<file path="src/rtl/core/grwc_pkg.sv">
// Shared types, constants and trig tables for the grid ray caster.
// No dependencies; used by every module of the block.
`default_nettype none
package grwc_pkg;

	localparam int CW     = 29;  // ray coordinate, 1/16 px, signed
	localparam int DW     = 47;  // raw distance, Q14
	localparam int AW     = 16;  // march axis coordinate
	localparam int SLW    = 25;  // tan/cot slope, Q14
	localparam int PW     = 42;  // march product
	localparam int DIV_NW = 36;  // divider numerator and quotient
	localparam int DIV_DW = 50;  // divider denominator

	typedef struct packed {
		logic [12:0] player_x;
		logic [12:0] player_y;
		logic [8:0]  player_angle;
	} request_t;

	typedef struct packed {
		logic [5:0]         column;
		logic [8:0]         wall_height;
		logic [7:0]         wall_top;
		logic               vertical_hit;
		logic signed [15:0] hit_x;
		logic signed [15:0] hit_y;
		logic               last_column;
	} result_t;

	typedef enum logic [4:0] {
		CMD_NONE, CMD_LOAD, CMD_TRIG, CMD_DIV_V, CMD_SETUP_V, CMD_DIV_H, CMD_SETUP_H,
		CMD_MUL, CMD_TEST, CMD_DVA, CMD_DVB, CMD_DHA, CMD_DHB, CMD_SEL, CMD_CLO,
		CMD_CHI, CMD_CRND, CMD_DIV_HT, CMD_EMIT
	} cmd_t;

	typedef enum logic [4:0] {
		S_IDLE, S_TRIG, S_VCHK, S_VDIV, S_HCHK, S_HDIV, S_MUL, S_TEST, S_DVA, S_DVB,
		S_DHA, S_DHB, S_SEL, S_CLO, S_CHI, S_CRND, S_HCK, S_HTDIV, S_EMIT
	} state_t;

	typedef struct packed {
		logic skip_v;
		logic skip_h;
		logic step_end;
		logic march_h;
		logic div_done;
		logic any_hit;
		logic corr_pos;
		logic last_ray;
	} status_t;

	localparam logic [14:0] QSINE [91] = '{
		15'd0, 15'd286, 15'd572, 15'd857, 15'd1143, 15'd1428, 15'd1713, 15'd1997,
		15'd2280, 15'd2563, 15'd2845, 15'd3126, 15'd3406, 15'd3686, 15'd3964, 15'd4240,
		15'd4516, 15'd4790, 15'd5063, 15'd5334, 15'd5604, 15'd5872, 15'd6138, 15'd6402,
		15'd6664, 15'd6924, 15'd7182, 15'd7438, 15'd7692, 15'd7943, 15'd8192, 15'd8438,
		15'd8682, 15'd8923, 15'd9162, 15'd9397, 15'd9630, 15'd9860, 15'd10087, 15'd10311,
		15'd10531, 15'd10749, 15'd10963, 15'd11174, 15'd11381, 15'd11585, 15'd11786,
		15'd11982, 15'd12176, 15'd12365, 15'd12551, 15'd12733, 15'd12911, 15'd13085,
		15'd13255, 15'd13421, 15'd13583, 15'd13741, 15'd13894, 15'd14044, 15'd14189,
		15'd14330, 15'd14466, 15'd14598, 15'd14726, 15'd14849, 15'd14968, 15'd15082,
		15'd15191, 15'd15296, 15'd15396, 15'd15491, 15'd15582, 15'd15668, 15'd15749,
		15'd15826, 15'd15897, 15'd15964, 15'd16026, 15'd16083, 15'd16135, 15'd16182,
		15'd16225, 15'd16262, 15'd16294, 15'd16322, 15'd16344, 15'd16362, 15'd16374,
		15'd16382, 15'd16384
	};

	// angle in 0..359
	function automatic logic signed [15:0] sin_q(input logic [8:0] a);
		logic [6:0]  idx;
		logic        neg;
		logic [15:0] mag;
		if (a <= 9'd90) begin
			idx = 7'(a); neg = 1'b0;
		end else if (a <= 9'd180) begin
			idx = 7'(9'd180 - a); neg = 1'b0;
		end else if (a <= 9'd270) begin
			idx = 7'(a - 9'd180); neg = 1'b1;
		end else begin
			idx = 7'(9'd360 - a); neg = 1'b1;
		end
		mag = {1'b0, QSINE[idx]};
		return neg ? -$signed(mag) : $signed(mag);
	endfunction

	function automatic logic signed [15:0] cos_q(input logic [8:0] a);
		return sin_q((a >= 9'd270) ? a - 9'd270 : a + 9'd90);
	endfunction

endpackage
`default_nettype wire

</file>
<file path="src/rtl/core/grwc_ctrl.sv">
// Ray caster sequencer: steps each ray through trig, marches, distance,
// correction and height division. Uses grwc_pkg only.
`default_nettype none
module grwc_ctrl import grwc_pkg::*; (
	input  wire logic    clk,
	input  wire logic    arst_n,
	input  wire logic    start,
	input  wire status_t stat,
	output cmd_t         cmd,
	output logic         busy
);
	state_t state_q, state_d;

	always_ff @(posedge clk or negedge arst_n) begin
		if (!arst_n)
			state_q <= S_IDLE;
		else
			state_q <= state_d;
	end

	always_comb begin
		state_d = state_q;
		case (state_q)
			S_IDLE:  if (start) state_d = S_TRIG;
			S_TRIG:  state_d = S_VCHK;
			S_VCHK:  state_d = stat.skip_v ? S_HCHK : S_VDIV;
			S_VDIV:  if (stat.div_done) state_d = S_MUL;
			S_HCHK:  state_d = stat.skip_h ? S_DVA : S_HDIV;
			S_HDIV:  if (stat.div_done) state_d = S_MUL;
			S_MUL:   state_d = S_TEST;
			S_TEST: begin
				if (stat.step_end)
					state_d = stat.march_h ? S_DVA : S_HCHK;
				else
					state_d = S_MUL;
			end
			S_DVA:   state_d = S_DVB;
			S_DVB:   state_d = S_DHA;
			S_DHA:   state_d = S_DHB;
			S_DHB:   state_d = S_SEL;
			S_SEL:   state_d = S_CLO;
			S_CLO:   state_d = S_CHI;
			S_CHI:   state_d = S_CRND;
			S_CRND:  state_d = S_HCK;
			S_HCK:   state_d = (stat.any_hit && stat.corr_pos) ? S_HTDIV : S_EMIT;
			S_HTDIV: if (stat.div_done) state_d = S_EMIT;
			S_EMIT:  state_d = stat.last_ray ? S_IDLE : S_TRIG;
			default: state_d = S_IDLE;
		endcase
	end

	always_comb begin
		cmd = CMD_NONE;
		case (state_q)
			S_IDLE:  if (start) cmd = CMD_LOAD;
			S_TRIG:  cmd = CMD_TRIG;
			S_VCHK:  if (!stat.skip_v) cmd = CMD_DIV_V;
			S_VDIV:  if (stat.div_done) cmd = CMD_SETUP_V;
			S_HCHK:  if (!stat.skip_h) cmd = CMD_DIV_H;
			S_HDIV:  if (stat.div_done) cmd = CMD_SETUP_H;
			S_MUL:   cmd = CMD_MUL;
			S_TEST:  cmd = CMD_TEST;
			S_DVA:   cmd = CMD_DVA;
			S_DVB:   cmd = CMD_DVB;
			S_DHA:   cmd = CMD_DHA;
			S_DHB:   cmd = CMD_DHB;
			S_SEL:   cmd = CMD_SEL;
			S_CLO:   cmd = CMD_CLO;
			S_CHI:   cmd = CMD_CHI;
			S_CRND:  cmd = CMD_CRND;
			S_HCK:   if (stat.any_hit && stat.corr_pos) cmd = CMD_DIV_HT;
			S_EMIT:  cmd = CMD_EMIT;
			default: cmd = CMD_NONE;
		endcase
	end

	assign busy = (state_q != S_IDLE);
endmodule
`default_nettype wire

</file>
<file path="config.mk">
export PLATFORM = sky130hd
export DESIGN_NAME = grwc_ctrl
export DESIGN_NICKNAME = d
export VERILOG_FILES = /design/src/rtl/core/grwc_pkg.sv /design/src/rtl/core/grwc_ctrl.sv
export SDC_FILE = /design/constraint.sdc
export NUM_CORES = 1
export LEC_CHECK = 0
export BUFFER_PORTS_ARGS = -buffer_cell sky130_fd_sc_hd__buf_2
export CAP_MARGIN = 40
export CELL_PAD_IN_SITES_DETAIL_PLACEMENT = 1
export CELL_PAD_IN_SITES_GLOBAL_PLACEMENT = 1
export CORE_AREA = 8 8 49 51
export CTS_CLUSTER_DIAMETER = 60
export DETAILED_ROUTE_END_ITERATION = 10
export DIE_AREA = 0 0 57 59
export GPL_ROUTABILITY_DRIVEN = 0
export PLACE_DENSITY_LB_ADDON = 0.3
export SLEW_MARGIN = 20
export SYNTH_ARGS = -nofsm -noshare
export SYNTH_HDL_FRONTEND = slang
export SYNTH_SLANG_ARGS = --single-unit
</file>
<file path="constraint.sdc">
create_clock -name clk -period 3.2 [get_ports clk]
set_input_delay 0.16 -clock clk [delete_from_list [all_inputs] [get_ports clk]]
set_output_delay 0.16 -clock clk [all_outputs]
set_load 0.05 [all_outputs]
</file>
==> impl_results.md <==
- Hold WS: ~0.26 ns
- CP delay by family, top: simple AND/OR/NAND/NOR gates
- Final setup violation count: 0
- Yosys top cell area share: roughly 22%
- Reg2Reg Setup Slack: 1.36 ns
- Syn Area/Cell: approximately 7 um^2
- Leading cell types by total area after synthesis: dfrtp_1 (22%), a21oi_1 (7.9%), nor2_1 (7.9%), o21ai_0 (7.0%), buf_2 (6.2%)
- Sw power: roughly 0.53 mW
- Syn Nets: 94
- TritonCTS Sinks: 5
- # resized after CTS: 0
- Max Fanout on Critical Path: 20
- Overall Power: approximately 0.86 mW
- Area grow syn2layout: 17.6%
- Wire length per cell: around 16 um
- Die span in x: 57 um
- Worst rel slew slack: 60.0%
- Setup TNS: 0 ns
- Met1 Use GR: between 10% and 20%
- Setup crit end kind: output pin
- Tcrit/Tclk final: between 70% and 80%
- Worst path max stage delay: 0.69 ns
- Crit path launch: state_q[4]
- Worst-Margin Slew: 0.599 ns
- Register-to-Register Path Depth: 5
- Sequential Power Share: between 20% and 30%
- Instance count of the mapped netlist: 83
- Post-synth top area cell: dfrtp_1
- Max Freq: approximately 430 MHz
- Clock skew: around 0.0042 ns
- Busiest grt layer: met2
- Antenna-violating nets left: 0
- First-pass GRT wire length: 2950 um
- Crit path max-delay cell type: dfrtp_1
- Sw Share: between 60% and 70%
- Crit start category: flip-flop
- Number of max-cap violations: 0
- Setup Fix Bufs, Post-CTS: 0
- Worst hold path type: in2async
- Clock Latency Late Sink: approximately 0.25 ns
- Required time worst endpoint: approximately 3.0 ns
- TritonCTS Buffers: 3
- Met3 GRT Util: under 10%
- Rows: 15
- VDD IR max: approximately 0.00071 V
- Final WL: 1790 um
- R2R Path End: state_q[0]
- WS Path Type: reg2out
- Slew Viols, Final: 0
- Pleak: about 0.27 nW
- Post-DP HPWL: ~1400 um
- Post-Layout Cell Count: around 110
- Max FFs per register: 5
- Met2 Use GR: 17.4%
- Largest net degree at the start of global routing: 22
- Clock root buffer: clkbuf_4
- CTS tree: yes
- Total congestion overflow: 0
- P per Cell Area: around 1300 mW/mm^2
- Clock share of power: under 10%
- Worst Setup EP: cmd[0]
- Total GRT Usage: between 10% and 20%
- Critical Path, Cell by Cell: or4b_4 -> nor3_2 -> a31oi_1 -> o311ai_0 -> buf_2
- Clk slew on worst S/H paths: approximately 0.050 ns
- Status: finished clean
- N_diodes: 0
- Critical path depth: 5
- Synth Cell Area: between 500 and 600 um^2
- I/O pin count: 17
- DR vias: around 640
- Crit path DAT: between 2 and 2.5 ns
- Syn. warnings: 0
- Layout cells sized above 1: 26.0%
- Placed Cells: 108
- Initial Utilization: 34.4%
- Initial antenna violation count: 0
- Reg2Reg Launch Point: state_q[4]
- Internal: ~0.33 mW
- DR vias/cell: between 5 and 6
- Combinational share of power: 65.3%
- Reg with most FFs: state_q
- Minimum clock period: approximately 2.3 ns
- Unrepaired setup endpoints after global routing: false
- Buffers on Ports: 16
- Htree depth: 1
- Final Hold Fails: 0
- Largest registers: state_q (5)
- Core footprint: ~0.0017 mm^2
- Register bit total from synthesis: 5
- Die ar.: 0.00336 mm^2
- Synth cell types: 32
- Critical path buffers and inverters: 1
- Die H: 59 um
- Vias in the first global route: slightly above 600
- DRC viols: 0
- Hold buffer count at CTS: 1
- Initial DRT Pass Iterations: 4
- Clk buf depth: 2
- Seq/Total Area, Yosys: about 22%
- Layout net count: 108
- Util after Layout: 40.5%
- DRT iter0 DRCs: 11
cell type report:
type	instances	area [um^2]
clock buffers	3	22.5
clock inverters	1	5.00
fillers	233	983
inverters	1	3.75
multi-input cells	69	400
flip-flops and latches	5	125
well taps	17	21.3
repair buffers	17	90.1
synth_stat cells:
| cell type | n |
|---|---|
| a31oi_1 | 1 |
| mux2_2 | 1 |
| o31ai_1 | 1 |
| clkbuf_1 | 1 |
| inv_1 | 1 |
| nor3_1 | 3 |
| nand3_1 | 3 |
| nand4_1 | 2 |
| o211ai_1 | 1 |
| and3b_1 | 1 |
| nand4b_1 | 1 |
| xor2_1 | 2 |
| nor3b_1 | 2 |
| a22o_1 | 1 |
| nand2b_1 | 1 |
| dfrtp_1 | 5 |
| o311ai_1 | 1 |
| or2_2 | 1 |
| a211oi_1 | 2 |
| o22ai_1 | 2 |
| or4b_4 | 1 |
| o21ai_0 | 8 |
| o311ai_0 | 1 |
| buf_2 | 7 |
| nand2_1 | 7 |
| and2_1 | 1 |
| a21oi_1 | 9 |
| nor2b_1 | 1 |
| nor2_1 | 12 |
| a21o_1 | 1 |
| nor3_2 | 1 |
| a31o_2 | 1 |
power by group through the flow:
stage | logic [mW] | clock network [mW] | registers [mW]
finish | 0.559 | 0.0738 | 0.223
global route | 0.607 | 0.0819 | 0.241
CTS | 0.566 | 0.0800 | 0.222
detailed placement | 0.563 | 0 | 0.224
global placement | 0.557 | 0 | 0.220
floorplan | 0.557 | 0 | 0.113
cells in the final DEF (no fill, tap or decap), drive strengths merged, types with 2 or more instances in the layout:
cell type / n
o21ai: 8
a211oi: 2
clkbuf: 3
nor3b: 2
nor3: 4
buf: 16
xor2: 2
o22ai: 2
nor2: 12
nand3: 3
dfrtp: 5
nand4: 2
nand2: 7
a21oi: 9
o311ai: 2
per-layer routing:
metal,wire length (um),vias up
met1,870,294
met2,804,17
met3,82,4
li1,-,329
met5,0,-
met4,36,0
stage by stage:
step	instance area, um^2	worst slack (ns)
6_report	668	0.880
5_1_grt	668	0.726
4_1_cts	668	0.872
3_5_place_dp	631	1.15
3_3_place_gp	631	1.19
2_1_floorplan	568	0.477
worst min path at each step:
stage               cells after the start    endpoint  slack [ns]
floorplan                               0  state_q[0]       -0.14
CTS                                     2  state_q[3]        0.25
finish                                  2  state_q[0]        0.26
global route                            2  state_q[1]        0.27
detailed placement                      1  state_q[2]       -0.02
global placement                        1  state_q[3]       -0.02
logic make-up (layout without fill, tap and decap cells):
group | count (synthesis) | in the layout | synth area share (%)
compound gates | 29 | 29 | 31.1
xor+xnor | 2 | 2 | 3.08
buf+inv | 9 | 22 | 7.49
flops | 5 | 5 | 22.0
mux | 1 | 1 | 1.98
simple gates | 37 | 37 | 34.4
No activity file was read; power rests on OpenSTA's default activity.
